`config.mk`:
```
export PLATFORM = sky130hd
export DESIGN_NAME = crc8_frame_receiver
export DESIGN_NICKNAME = d
export VERILOG_FILES = /design/src/rtl/core/crcfr_pkg.sv /design/src/rtl/core/crcfr_ram.sv /design/src/rtl/core/crcfr_front.sv /design/src/rtl/core/crcfr_cmd_q.sv /design/src/rtl/core/crcfr_back.sv /design/src/rtl/core/crc8_frame_receiver.sv
export SDC_FILE = /design/constraint.sdc
export NUM_CORES = 1
export LEC_CHECK = 0
export CORE_ASPECT_RATIO = 0.9
export CORE_UTILIZATION = 25
export DETAILED_ROUTE_END_ITERATION = 8
export DONT_BUFFER_PORTS = 1
export PLACE_DENSITY = 0.47
export SYNTH_ARGS = -nofsm -noshare
export SYNTH_HDL_FRONTEND = slang
export SYNTH_HIERARCHICAL = 1
export SYNTH_SLANG_ARGS = --single-unit
```
`constraint.sdc`:
```
create_clock -name clk -period 4.8 [get_ports clk]
set_input_delay 0.24 -clock clk [delete_from_list [all_inputs] [get_ports clk]]
set_output_delay 0.24 -clock clk [all_outputs]
set_load 0.01 [all_outputs]
```
`src/rtl/core/crcfr_pkg.sv`:
```
// Shared types, constants and the CRC-8 byte update for the CRC-8 frame receiver.
package crcfr_pkg;

  localparam logic [7:0] HDR_FIRST   = 8'hAA;
  localparam logic [7:0] HDR_SECOND  = 8'h55;
  localparam logic [7:0] TAIL_FIRST  = 8'hCC;
  localparam logic [7:0] TAIL_SECOND = 8'h33;
  localparam logic [7:0] CRC_TOP     = 8'h80;
  localparam logic [7:0] POLY_RESET  = 8'h07;

  // Frame parser phases
  typedef enum logic [5:0] {
    PH_HUNT  = 6'b000001,
    PH_HDR2  = 6'b000010,
    PH_DATA  = 6'b000100,
    PH_CRC   = 6'b001000,
    PH_TAIL1 = 6'b010000,
    PH_TAIL2 = 6'b100000
  } phase_t;

  // Result status codes
  typedef enum logic [1:0] {
    ST_GOOD     = 2'd0,
    ST_CRC_ERR  = 2'd1,
    ST_TAIL_ERR = 2'd2
  } status_t;

  // One finished frame, handed from parser to playback
  typedef struct packed {
    status_t status;
    logic    bank;
  } cmd_t;

  // Playback has finished reading a payload bank
  typedef struct packed {
    logic valid;
    logic bank;
  } release_t;

  // CRC-8, MSB first, one byte
  function automatic logic [7:0] crc8_byte(input logic [7:0] crc, input logic [7:0] b,
                                           input logic [7:0] poly);
    logic [7:0] v;
    v = crc ^ b;
    for (int k = 0; k < 8; k++) begin
      if ((v & CRC_TOP) != 8'h00) begin
        v = {v[6:0], 1'b0} ^ poly;
      end else begin
        v = {v[6:0], 1'b0};
      end
    end
    return v;
  endfunction

endpackage

```
`src/rtl/core/crcfr_ram.sv`:
```
// Generic single-write, single-read RAM with registered read data.
module crcfr_ram #(
  parameter int WIDTH = 8,
  parameter int DEPTH = 64
) (
  input  logic                     clk,
  input  logic                     we,
  input  logic [$clog2(DEPTH)-1:0] waddr,
  input  logic [WIDTH-1:0]         wdata,
  input  logic                     re,
  input  logic [$clog2(DEPTH)-1:0] raddr,
  output logic [WIDTH-1:0]         rdata
);

  logic [WIDTH-1:0] mem [DEPTH];
  logic [WIDTH-1:0] rdata_r;

  always_ff @(posedge clk) begin
    if (we) begin
      mem[waddr] <= wdata;
    end
    if (re) begin
      rdata_r <= mem[raddr];
    end
  end

  assign rdata = rdata_r;

endmodule

```
`src/rtl/core/crcfr_front.sv`:
```
// Frame parser: header hunt, CRC accumulation, payload capture into a bank, verdict.
module crcfr_front #(
  parameter int PAYLOAD_LEN = 32
) (
  input  logic                              clk,
  input  logic                              rst_n,
  input  logic                              in_tvalid,
  output logic                              in_tready,
  input  logic [7:0]                        in_tdata,
  input  logic [7:0]                        poly,
  output logic                              q_push,
  output crcfr_pkg::cmd_t                   q_cmd,
  input  logic                              q_full,
  input  crcfr_pkg::release_t               rel,
  output logic                              ram_we,
  output logic [$clog2(2*PAYLOAD_LEN)-1:0]  ram_waddr,
  output logic [7:0]                        ram_wdata
);

  localparam int IW = $clog2(PAYLOAD_LEN + 1);
  localparam int AW = $clog2(2 * PAYLOAD_LEN);

  crcfr_pkg::phase_t phase_r, phase_nxt;
  logic [IW-1:0]     count_r, count_nxt;
  logic [7:0]        crc_r, crc_nxt;
  logic [7:0]        rx_crc_r, rx_crc_nxt;
  logic              tail1_ok_r, tail1_ok_nxt;
  logic              wr_bank_r, wr_bank_nxt;
  logic [1:0]        busy_r, busy_nxt;
  logic              acc;
  logic [7:0]        crc_upd;

  // Stall only where a payload bank is still being played or the queue is full
  assign in_tready = !((phase_r == crcfr_pkg::PH_DATA) && busy_r[wr_bank_r]) &&
                     !((phase_r == crcfr_pkg::PH_TAIL2) && q_full);
  assign acc       = in_tvalid && in_tready;
  assign crc_upd   = crcfr_pkg::crc8_byte(crc_r, in_tdata, poly);

  assign ram_wdata = in_tdata;
  assign ram_waddr = (wr_bank_r ? AW'(PAYLOAD_LEN) : AW'(0)) + AW'(count_r);

  // Parser next state
  always_comb begin
    phase_nxt    = phase_r;
    count_nxt    = count_r;
    crc_nxt      = crc_r;
    rx_crc_nxt   = rx_crc_r;
    tail1_ok_nxt = tail1_ok_r;
    wr_bank_nxt  = wr_bank_r;
    busy_nxt     = busy_r;
    ram_we       = 1'b0;
    q_push       = 1'b0;
    q_cmd.bank   = wr_bank_r;
    q_cmd.status = crcfr_pkg::ST_GOOD;

    if (rel.valid) begin
      busy_nxt[rel.bank] = 1'b0;
    end

    if (rx_crc_r != crc_r) begin
      q_cmd.status = crcfr_pkg::ST_CRC_ERR;
    end else if (!(tail1_ok_r && in_tdata == crcfr_pkg::TAIL_SECOND)) begin
      q_cmd.status = crcfr_pkg::ST_TAIL_ERR;
    end

    if (acc) begin
      unique case (phase_r)
        crcfr_pkg::PH_HDR2: begin
          if (in_tdata == crcfr_pkg::HDR_SECOND) begin
            crc_nxt   = crc_upd;
            count_nxt = '0;
            phase_nxt = crcfr_pkg::PH_DATA;
          end else begin
            phase_nxt = crcfr_pkg::PH_HUNT;
            count_nxt = '0;
            crc_nxt   = 8'h00;
          end
        end
        crcfr_pkg::PH_DATA: begin
          ram_we    = 1'b1;
          crc_nxt   = crc_upd;
          count_nxt = count_r + IW'(1);
          if (count_nxt == IW'(PAYLOAD_LEN)) begin
            phase_nxt = crcfr_pkg::PH_CRC;
          end
        end
        crcfr_pkg::PH_CRC: begin
          rx_crc_nxt = in_tdata;
          phase_nxt  = crcfr_pkg::PH_TAIL1;
        end
        crcfr_pkg::PH_TAIL1: begin
          tail1_ok_nxt = (in_tdata == crcfr_pkg::TAIL_FIRST);
          phase_nxt    = crcfr_pkg::PH_TAIL2;
        end
        crcfr_pkg::PH_TAIL2: begin
          q_push = 1'b1;
          // A good frame hands its bank to playback; fill the other one next
          if (q_cmd.status == crcfr_pkg::ST_GOOD) begin
            busy_nxt[wr_bank_r] = 1'b1;
            wr_bank_nxt         = !wr_bank_r;
          end
          phase_nxt = crcfr_pkg::PH_HUNT;
          count_nxt = '0;
          crc_nxt   = 8'h00;
        end
        default: begin
          count_nxt = '0;
          if (in_tdata == crcfr_pkg::HDR_FIRST) begin
            crc_nxt   = crcfr_pkg::crc8_byte(8'h00, in_tdata, poly);
            phase_nxt = crcfr_pkg::PH_HDR2;
          end else begin
            crc_nxt   = 8'h00;
            phase_nxt = crcfr_pkg::PH_HUNT;
          end
        end
      endcase
    end
  end

  always_ff @(posedge clk) begin
    if (!rst_n) begin
      phase_r    <= crcfr_pkg::PH_HUNT;
      count_r    <= '0;
      crc_r      <= 8'h00;
      rx_crc_r   <= 8'h00;
      tail1_ok_r <= 1'b0;
      wr_bank_r  <= 1'b0;
      busy_r     <= 2'b00;
    end else begin
      phase_r    <= phase_nxt;
      count_r    <= count_nxt;
      crc_r      <= crc_nxt;
      rx_crc_r   <= rx_crc_nxt;
      tail1_ok_r <= tail1_ok_nxt;
      wr_bank_r  <= wr_bank_nxt;
      busy_r     <= busy_nxt;
    end
  end

endmodule

```
`src/rtl/core/crcfr_cmd_q.sv`:
```
// Two-entry queue of frame verdicts between parser and playback.
module crcfr_cmd_q (
  input  logic            clk,
  input  logic            rst_n,
  input  logic            push,
  input  crcfr_pkg::cmd_t push_cmd,
  output logic            full,
  input  logic            pop,
  output logic            not_empty,
  output crcfr_pkg::cmd_t head
);

  crcfr_pkg::cmd_t entry_r [2];
  logic            wr_ptr_r, wr_ptr_nxt;
  logic            rd_ptr_r, rd_ptr_nxt;
  logic [1:0]      count_r, count_nxt;

  assign full      = (count_r == 2'd2);
  assign not_empty = (count_r != 2'd0);
  assign head      = entry_r[rd_ptr_r];

  // Pointer and fill bookkeeping
  always_comb begin
    wr_ptr_nxt = wr_ptr_r;
    rd_ptr_nxt = rd_ptr_r;
    count_nxt  = count_r;
    if (push) begin
      wr_ptr_nxt = !wr_ptr_r;
      count_nxt  = count_nxt + 2'd1;
    end
    if (pop) begin
      rd_ptr_nxt = !rd_ptr_r;
      count_nxt  = count_nxt - 2'd1;
    end
  end

  always_ff @(posedge clk) begin
    if (push) begin
      entry_r[wr_ptr_r] <= push_cmd;
    end
  end

  always_ff @(posedge clk) begin
    if (!rst_n) begin
      wr_ptr_r <= 1'b0;
      rd_ptr_r <= 1'b0;
      count_r  <= 2'd0;
    end else begin
      wr_ptr_r <= wr_ptr_nxt;
      rd_ptr_r <= rd_ptr_nxt;
      count_r  <= count_nxt;
    end
  end

endmodule

```
`src/rtl/core/crcfr_back.sv`:
```
// Playback: turns verdicts into results, reading good payloads out of the bank RAM.
module crcfr_back #(
  parameter int PAYLOAD_LEN = 32
) (
  input  logic                              clk,
  input  logic                              rst_n,
  input  logic                              q_valid,
  input  crcfr_pkg::cmd_t                   q_head,
  output logic                              q_pop,
  output crcfr_pkg::release_t               rel,
  output logic                              ram_re,
  output logic [$clog2(2*PAYLOAD_LEN)-1:0]  ram_raddr,
  input  logic [7:0]                        ram_rdata,
  output logic                              out_tvalid,
  input  logic                              out_tready,
  output logic [7:0]                        out_tdata,
  output logic                              out_tlast,
  output logic [1:0]                        out_tuser
);

  localparam int IW = $clog2(PAYLOAD_LEN + 1);
  localparam int AW = $clog2(2 * PAYLOAD_LEN);

  logic              busy_r, busy_nxt;
  logic              bank_r, bank_nxt;
  logic [IW-1:0]     idx_r, idx_nxt;
  logic              rd_pend_r, rd_pend_nxt;
  logic              rd_last_r, rd_last_nxt;
  logic              oval_r, oval_nxt;
  logic [7:0]        odata_r, odata_nxt;
  logic              olast_r, olast_nxt;
  crcfr_pkg::status_t ostat_r, ostat_nxt;
  logic              out_free;
  logic              issue;
  logic              start;
  logic              err;

  assign out_free  = !oval_r || out_tready;
  assign issue     = busy_r && !rd_pend_r && out_free;
  assign start     = !busy_r && !rd_pend_r && q_valid && (q_head.status == crcfr_pkg::ST_GOOD);
  assign err       = !busy_r && !rd_pend_r && q_valid && (q_head.status != crcfr_pkg::ST_GOOD) &&
                     out_free;
  assign q_pop     = start || err;
  assign ram_re    = issue;
  assign ram_raddr = (bank_r ? AW'(PAYLOAD_LEN) : AW'(0)) + AW'(idx_r);
  assign rel.valid = rd_pend_r && rd_last_r;
  assign rel.bank  = bank_r;

  assign out_tvalid = oval_r;
  assign out_tdata  = odata_r;
  assign out_tlast  = olast_r;
  assign out_tuser  = ostat_r;

  // Playback sequencing and output register
  always_comb begin
    busy_nxt    = busy_r;
    bank_nxt    = bank_r;
    idx_nxt     = idx_r;
    rd_pend_nxt = 1'b0;
    rd_last_nxt = rd_last_r;
    oval_nxt    = oval_r;
    odata_nxt   = odata_r;
    olast_nxt   = olast_r;
    ostat_nxt   = ostat_r;

    if (oval_r && out_tready) begin
      oval_nxt = 1'b0;
    end

    if (start) begin
      busy_nxt = 1'b1;
      bank_nxt = q_head.bank;
      idx_nxt  = '0;
    end

    if (issue) begin
      rd_pend_nxt = 1'b1;
      rd_last_nxt = (idx_r == IW'(PAYLOAD_LEN - 1));
      idx_nxt     = idx_r + IW'(1);
      if (idx_r == IW'(PAYLOAD_LEN - 1)) begin
        busy_nxt = 1'b0;
      end
    end

    // Read data lands in the cycle after the request; output is free by then
    if (rd_pend_r) begin
      oval_nxt  = 1'b1;
      odata_nxt = ram_rdata;
      olast_nxt = rd_last_r;
      ostat_nxt = crcfr_pkg::ST_GOOD;
    end else if (err) begin
      oval_nxt  = 1'b1;
      odata_nxt = 8'h00;
      olast_nxt = 1'b1;
      ostat_nxt = q_head.status;
    end
  end

  always_ff @(posedge clk) begin
    if (!rst_n) begin
      busy_r    <= 1'b0;
      rd_pend_r <= 1'b0;
      oval_r    <= 1'b0;
    end else begin
      busy_r    <= busy_nxt;
      rd_pend_r <= rd_pend_nxt;
      oval_r    <= oval_nxt;
    end
  end

  always_ff @(posedge clk) begin
    bank_r    <= bank_nxt;
    idx_r     <= idx_nxt;
    rd_last_r <= rd_last_nxt;
    odata_r   <= odata_nxt;
    olast_r   <= olast_nxt;
    ostat_r   <= ostat_nxt;
  end

endmodule

```
`src/rtl/core/crc8_frame_receiver.sv`:
```
// Top level of the CRC-8 framed byte receiver.
// Accepts one received byte per cycle and parses frames of AA 55, PAYLOAD_LEN payload
// bytes, one CRC-8 byte (MSB first, init 0, polynomial from cfg_data, reset 0x07, over
// both header bytes and the payload) and tail CC 33. A good frame is replayed as
// PAYLOAD_LEN results with tlast on the final byte and tuser 0; a bad frame gives one
// result with data 0, tlast set and tuser 1 (CRC mismatch, takes precedence) or 2 (tail
// mismatch). Payload goes into a two-bank RAM, so the parser can take a new frame while
// the previous one is still being played out; it stalls only when it would overwrite a
// bank still being played or when the two-entry verdict queue is full. Playback requests
// the next payload byte only once the previous registered RAM read has reached the
// output register; an error result goes straight into the output register.
module crc8_frame_receiver #(
  parameter int PAYLOAD_LEN = 32
) (
  input  logic       clk,
  input  logic       rst_n,
  input  logic       in_tvalid,
  output logic       in_tready,
  input  logic [7:0] in_tdata,   // [7:0] rx_byte
  output logic       out_tvalid,
  input  logic       out_tready,
  output logic [7:0] out_tdata,  // [7:0] out_byte
  output logic       out_tlast,
  output logic [1:0] out_tuser,  // [1:0] status
  input  logic       cfg_valid,
  output logic       cfg_ready,
  input  logic [7:0] cfg_data
);

  localparam int AW = $clog2(2 * PAYLOAD_LEN);

  logic [7:0]          poly_r;
  logic                q_push;
  crcfr_pkg::cmd_t     q_cmd;
  logic                q_full;
  logic                q_pop;
  logic                q_valid;
  crcfr_pkg::cmd_t     q_head;
  crcfr_pkg::release_t rel;
  logic                ram_we;
  logic [AW-1:0]       ram_waddr;
  logic [7:0]          ram_wdata;
  logic                ram_re;
  logic [AW-1:0]       ram_raddr;
  logic [7:0]          ram_rdata;

  // Polynomial register
  assign cfg_ready = 1'b1;

  always_ff @(posedge clk) begin
    if (!rst_n) begin
      poly_r <= crcfr_pkg::POLY_RESET;
    end else if (cfg_valid) begin
      poly_r <= cfg_data;
    end
  end

  crcfr_front #(.PAYLOAD_LEN(PAYLOAD_LEN)) u_front (
    .clk       (clk),
    .rst_n     (rst_n),
    .in_tvalid (in_tvalid),
    .in_tready (in_tready),
    .in_tdata  (in_tdata),
    .poly      (poly_r),
    .q_push    (q_push),
    .q_cmd     (q_cmd),
    .q_full    (q_full),
    .rel       (rel),
    .ram_we    (ram_we),
    .ram_waddr (ram_waddr),
    .ram_wdata (ram_wdata)
  );

  crcfr_cmd_q u_cmd_q (
    .clk       (clk),
    .rst_n     (rst_n),
    .push      (q_push),
    .push_cmd  (q_cmd),
    .full      (q_full),
    .pop       (q_pop),
    .not_empty (q_valid),
    .head      (q_head)
  );

  crcfr_ram #(.WIDTH(8), .DEPTH(2 * PAYLOAD_LEN)) u_ram (
    .clk   (clk),
    .we    (ram_we),
    .waddr (ram_waddr),
    .wdata (ram_wdata),
    .re    (ram_re),
    .raddr (ram_raddr),
    .rdata (ram_rdata)
  );

  crcfr_back #(.PAYLOAD_LEN(PAYLOAD_LEN)) u_back (
    .clk        (clk),
    .rst_n      (rst_n),
    .q_valid    (q_valid),
    .q_head     (q_head),
    .q_pop      (q_pop),
    .rel        (rel),
    .ram_re     (ram_re),
    .ram_raddr  (ram_raddr),
    .ram_rdata  (ram_rdata),
    .out_tvalid (out_tvalid),
    .out_tready (out_tready),
    .out_tdata  (out_tdata),
    .out_tlast  (out_tlast),
    .out_tuser  (out_tuser)
  );

endmodule

```
---- Word-level counts from Yosys, hierarchy flattened ----
Memory sizes are Yosys's and may differ from the RTL's. A register that Yosys moved wholly into a read port is not among the register bits.
Index checks and enable logic that the tools add are counted.
storage, ports and cells
  flip-flop bits (word level) ............. 66
  bits in writable memories ............... 518
  input bits .............................. 21
  output and inout bits ................... 14
  word-level logic and storage cells ...... 191
  memories ................................ 2
memory list
  name             words  bits a word  read ports  clocked after Yosys merged registers in  wr ports  RTL line           text
  u_ram.mem        64     8            1           1                                        1         crcfr_ram.sv:15    logic [WIDTH-1:0] mem [DEPTH];
  u_cmd_q.entry_r  2      3            1           1                                        1         crcfr_cmd_q.sv:13  crcfr_pkg::cmd_t entry_r [2];
cells by class
  add/sub/neg operators ................... 6
  magnitude comparators ................... 4
  eq/ne operators ......................... 14
  muxes and demuxes ....................... 84
  bitwise operators ....................... 21
  reduce and logical (&&, ||, !) cells .... 40
operators by type and width
  cell                 number
  $mux 8               41
  $xor 8x8->8          17
  $pmux 8 s4           1
  $mux 6               5
  $pmux 6 s5           1
  $mux 1               23
  $mux 2               9
  $eq 8x8->1 const B   2
  $logic_and 1x1->1    16
  $add 6x1->6 const B  2
  $add 6x6->6          2
  $eq 6x5->1 const B   2
  $eq 6x6->1 const B   2
  $pmux 6 s2           1
  $eq 8x6->1 const B   1
  $eq 8x7->1 const B   1
  $logic_not 1->1      8
  $ne 8x8->1           1
  $reduce_and 2->1     4
  $reduce_bool 2->1    4
  $eq 6x2->1 const B   1
  $eq 6x3->1 const B   1
  $eq 6x4->1 const B   1
  $reduce_or 5->1      1
  other kinds (17)     22

---- Logic depth before layout (Yosys ltp) ----
  word-level depth ........................ 41
  mapped depth ............................ 19
  gate-level depth less buffers ........... 13

---- Modules after synthesis ----
The synthesis kept the hierarchy.
modules (own cells, without submodules)
  module               times used  cells each  area an instance (um^2)  sequential area each (um^2)
  crcfr_ram            1           940         20246.9                  15615.0
  crcfr_front          1           752         5459.0                   640.6
  crcfr_back           1           82          1036.0                   610.6
  crcfr_cmd_q          1           38          489.2                    280.3
  crc8_frame_receiver  1           27          305.3                    160.2

---- Worst setup path after synthesis ----
No wires, ideal clock.
  path type ............................... register to register
  start ................................... register poly_r[7]
  end ..................................... register u_front.crc_r[6]
  library setup time ...................... 126 ps
  arrival ................................. 3688 ps
  required time ........................... 4674 ps
  slack ................................... 986 ps
  cell stages (with the launch flop) ...... 18
  buffers on the path ..................... 5
  period minus slack after synthesis ...... 3814 ps
  cells stage by stage .................... dfxtp_1 > buf_6 > buf_6 > buf_6 > nor2_1 > o211a_1 > nor3_1 > xnor2_1 > xnor2_1 > or4b_1 > and3_1 > clkbuf_2 > or2_1 > buf_2 > or4_1 > nand4b_1 > mux2i_1 > a21oi_1
on the way
  cells in the longest elaborated chain, start to end .. 38
  elaborated cells between the ends (all ways) .. 56
  classes of those cells .................. 40 x mux; 16 x bitwise
RTL lines
  item                      RTL line                   text
  start: declaration        crc8_frame_receiver.sv:32  logic [7:0] poly_r;
  start signal: assignment  crc8_frame_receiver.sv:52  poly_r <= crcfr_pkg::POLY_RESET;
  start signal: assignment  crc8_frame_receiver.sv:54  poly_r <= cfg_data;
  $xor 8x8->8               crcfr_pkg.sv:47            v = {v[6:0], 1'b0} ^ poly;
  $mux 8                    crcfr_pkg.sv:46            if ((v & CRC_TOP) != 8'h00) begin
  $mux 8                    crcfr_front.sv:108         if (in_tdata == crcfr_pkg::HDR_FIRST) begin
  $mux 8                    crcfr_front.sv:67          unique case (phase_r)
  $mux 8                    crcfr_front.sv:66          if (acc) begin
  $mux 8                    crcfr_pkg.sv:46
  $mux 8                    crcfr_front.sv:108
  $mux 8                    crcfr_front.sv:67
  [22 not listed]           n/a
  $mux 8                    crcfr_pkg.sv:46
  $mux 8                    crcfr_front.sv:108
  $mux 8                    crcfr_front.sv:67
  $mux 8                    crcfr_front.sv:66
  $xor 8x8->8               crcfr_pkg.sv:47
  $mux 8                    crcfr_pkg.sv:46
  $mux 8                    crcfr_front.sv:108
  $pmux 8 s4 (*)            crcfr_front.sv:67
  end signal: assignment    crcfr_front.sv:132         crc_r <= crc_nxt;
  end: declaration          crcfr_front.sv:25          logic [7:0] crc_r, crc_nxt;
Every way passes the cells marked *; elsewhere a longest branch is shown, timed or not. The select of a mux whose other input is x is not followed.
A chain may end at the register's enable or synchronous reset.

---- Worst setup path in the final report ----
  start ................................... register poly_r[7]
  end ..................................... register u_front.crc_r[2]
on the way
  cells in the longest elaborated chain, start to end .. 37
  elaborated cells between the ends (all ways) .. 56
  classes of those cells .................. 40 x mux; 16 x bitwise
RTL lines
  item                                   RTL line
  $xor 8x8->8                            crcfr_pkg.sv:47
  $mux 8                                 crcfr_pkg.sv:46
  $mux 8                                 crcfr_front.sv:108
  $mux 8                                 crcfr_front.sv:67
  $mux 8                                 crcfr_front.sv:66
  $mux 8                                 crcfr_pkg.sv:46
  $mux 8                                 crcfr_front.sv:108
  $mux 8                                 crcfr_front.sv:67
  [21 not listed]                        n/a
  $mux 8 or $xor 8x8->8 (tied branches)  crcfr_pkg.sv:46, crcfr_pkg.sv:47
  $mux 8 (on tied branches)              crcfr_front.sv:108, crcfr_pkg.sv:46
  $mux 8 (on tied branches)              crcfr_front.sv:67, crcfr_front.sv:108
  $mux 8 (on tied branches)              crcfr_front.sv:66, crcfr_front.sv:67
  $xor 8x8->8 or $mux 8 (tied branches)  crcfr_pkg.sv:47, crcfr_front.sv:66
  $mux 8                                 crcfr_pkg.sv:46
  $mux 8                                 crcfr_front.sv:108
  $pmux 8 s4 (*)                         crcfr_front.sv:67
Marks and branches as above.

==> run metrics <==
status complete, no violations; Clock Power Share 41.6%; chip width roughly 350 microns; share of cells above drive strength 1 19.5%; Max IR drop VDD between 200 and 250 uV; Port Buf Inserts 0; met3 WL around 4200 microns; Period minus WS final 4.60 ns; Final Core Density 29.1%; CP Class flip-flop to flip-flop; ys flop type edfxtp_1; HPWL after detailed placement 46500 microns; area grow syn2layout 15.5%; Worst-Skew Late Latency 0.59 ns; Pint ~8.8 mW; vias per cell 4.86; Gate power share a little under a tenth; Leak 10.5 nW; crit path capture type flip-flop; multiplexer area fraction after synthesis between 10% and 20%; total number of vias around 17000; max_cap viols 0; final slew viol count 0; CTS tree yes; I/O pin count 35; actual slew at the worst max-slew pin 0.988 ns; CTS clk-pin slew, worst paths roughly 0.06 ns; final setup fails 0; Netlist Area Pre-Place roughly 28000 sq um; post-synthesis instance total roughly 1800; CP Launch Type flip-flop; CTS Buf Count between 60 and 70; nets@finish ~1900; WP data required around 5.3 ns; setup_tns 0 ns; number of antenna violations at the first check in global routing 1; final period utilization 95.9%; finished layout cell area around 32000 sq um; met2 WL ~35000 microns; CTS sink count between 500 and 600; sw power 2.70 mW; simple-gate area share of the yosys netlist under 10%; Die Height about 320 microns; EDFF count, synth approximately 540; initial drt markers between 1000 and 1500; Fillers 10800; Clock Tree Root clkbuf_16; site row count 115; Synth warnings 6; Reg area between 15000 and 20000 sq um; First-pass DRT Iterations 5; adder-cell area share of the yosys netlist 0.182%; first-pass GRT wire length between 100000 and 150000 microns; multi-input logic area 9350 sq um; crit path max fanout between 40 and 50; grt ovf 0; worst hold path type input pin to flip-flop; wire per inst ~22 microns; top sig layer met4; Sw Share between 20% and 30%; largest net degree at the start of global routing 67; fmax roughly 220 MHz; P per Cell Area between 300 and 400 nW/um^2; skew final about 0.021 ns; Ant. Diodes 0; GRT Total Usage ~13%; register bit total from synthesis a little under 600; total die area between 100000 and 150000 sq um; RePlAce Congestion 0.854; main combinational cell family by area after synthesis multiplexers; ANT nets after route 0; dpl cells ~3300; Mapped Avg Cell Area approximately 15 sq um; Clock Tree Buf Depth 3; Final Instance Count excl. Fillers about 3400; Data arrival, critical path about 5.1 ns; number of hold violations in the final report 0; core area about 110000 sq um; H-Tree Level Count 3; hold_ws ~0.027 ns; xor and xnor area share after synthesis between 3 and 4%; DP Area just under 30000 sq um; number of distinct library cells after synthesis 100; sequential area share after synthesis 62.8%; Starting Density around a quarter; DRC violations left 0; Post-synth ARST share 0%; number of global-route vias before repair 16500; Sequential Power Share between 40% and 50%; r2r setup slk between 0.15 and 0.2 ns; wl on met1 roughly 35000 microns; slew margin rel. between 30% and 40%; Total Wirelength ~75000 microns; Synth Area in Compound Gates about 7.5%; Post-Synthesis Net Count ~1900
==> area by class of cell <==
type	instances	area share, %
clock buffers	86	5.63
clock inverters	32	0.783
inverters	19	0.224
multi-input cells	1092	29.4
flip-flops and latches	593	54.4
well taps	1462	5.75
repair buffers	126	3.78
==> kinds of logic (layout without fill, tap and decap cells) <==
group,Yosys count,count (layout)
flip-flops,593,593
AO/OA/AOI/OAI,291,291
adder cells (fa/ha/maj),4,4
multiplexers,199,199
XOR/XNOR,103,103
buffers and inverters,154,263
AND/OR/NAND/NOR,494,494
other,1,1
==> worst paths after layout <==
check,startpoint,to,cells after the start
max reg2reg,poly_r[7],u_front/crc_r[2],14
max,poly_r[7],u_front/crc_r[2],14
min reg2reg,u_front/busy_r[0],u_front/busy_r[0],2
min,in_tdata[5],u_ram/mem[15][5],1
==> worst max-delay path, stage by stage (launching register included) <==
cell	delay [ns]
dfxtp_2	0.55
buf_12	0.28
nor2b_1	0.45
a22oi_1	0.17
o221ai_1	0.21
a311oi_1	0.12
o21ai_0	0.33
a21boi_0	0.18
or4b_1	0.56
and3_1	0.24
nor2_1	0.43
a21oi_1	0.15
o211ai_1	0.32
mux2i_1	0.38
a21oi_2	0.09
==> per-stage QoR <==
stage / worst slack, ns / power [mW]
after floorplan: 0.986 / 6.55
after global placement: 0.422 / 6.69
after detailed placement: 0.391 / 6.70
after CTS: 0.350 / 11.6
after global routing: -0.000282 / 11.9
final: 0.196 / 11.5
==> routing by layer <==
layer / up-vias / global-route usage (%)
met1: 8618 / 19.0
li1: 7346 / -
met2: 489 / 21.5
met4: 0 / 2.96
met3: 109 / 2.43
met5: - / 0
==> what timing repair did <==
| action | CTS | global route |
|---|---|---|
| hold endpoints to repair | 543 | 0 |
| resized for setup | 0 | 1 |
| setup buffers | 0 | 0 |
| endpoints found under the setup margin | 0 | 2 |
| hold buffers | 26 | 0 |
==> synthesized netlist by cell type (7+ instances only) <==
master	n	area, sq um
edfxtp_1	543	16300
nor2_1	152	571
mux4_2	126	2840
nand2_1	91	342
a21oi_1	57	285
mux2i_1	57	571
xnor2_1	56	490
dfxtp_1	50	1000
o21ai_0	48	240
clkbuf_1	47	176
nand3_1	39	195
buf_4	38	285
xor2_1	33	289
nor2b_1	31	194
buf_2	28	140
nand2b_1	27	169
nor3_1	26	130
a211oi_1	22	165
and2_1	21	131
o211ai_1	17	128
and3_1	16	100
inv_1	16	60.1
mux2_2	16	180
nor4_1	15	93.8
buf_6	13	146
a311oi_1	12	105
a221oi_1	11	96.3
a31oi_1	11	68.8
nand3b_1	9	67.6
o221ai_1	9	78.8
o22ai_1	9	56.3
a2111oi_0	7	61.3
a22oi_1	7	52.6
nand4b_1	7	61.3
nor4b_1	7	61.3
o211a_1	7	70.1
or3_1	7	43.8
==> cells in the final DEF, fill, tap and decap left out, types with 11 or more instances in the layout <==
master,count
nand3_1,39
clkinv_1,14
nor3_1,26
clkinv_2,12
mux2_2,16
a311oi_1,12
o211ai_1,17
mux2i_1,57
xor2_1,33
nor2b_1,31
nor2_1,152
nand2_1,91
and2_1,21
xnor2_1,56
a21oi_1,56
a221oi_1,11
inv_1,16
dfxtp_1,49
nand2b_1,27
dlygate4sd3_1,18
and3_1,16
nor4_1,15
edfxtp_1,543
clkbuf_16,69
mux4_2,126
buf_4,96
clkbuf_1,17
o21ai_0,48
a211oi_1,22
a31oi_1,11
==> sequential cells by signal (all words and copies together) (netlist names), 2 cells and up, named ones only <==
| name | cells |
|---|---|
| poly_r | 8 |
| u_back/idx_r | 6 |
| u_back/out_tdata | 8 |
| u_back/out_tuser | 2 |
| u_cmd_q/count_r | 2 |
| u_cmd_q/entry_r | 6 |
| u_front/busy_r | 2 |
| u_front/count_r | 6 |
| u_front/crc_r | 8 |
| u_front/phase_r | 6 |
| u_front/rx_crc_r | 8 |
| u_ram/mem | 512 |
| u_ram/rdata | 8 |
==> power groups by stage <==
| stage | sequential [mW] | clock [mW] | combinational (mW) |
|---|---|---|---|
| final | 5.65 | 4.79 | 1.08 |
| after detailed placement | 5.76 | 0 | 0.936 |
| after CTS | 5.65 | 4.92 | 1.06 |
| after floorplan | 5.75 | 0 | 0.803 |
| after global routing | 5.65 | 5.10 | 1.16 |
| after global placement | 5.76 | 0 | 0.931 |
(Power assumes the default switching activity.)
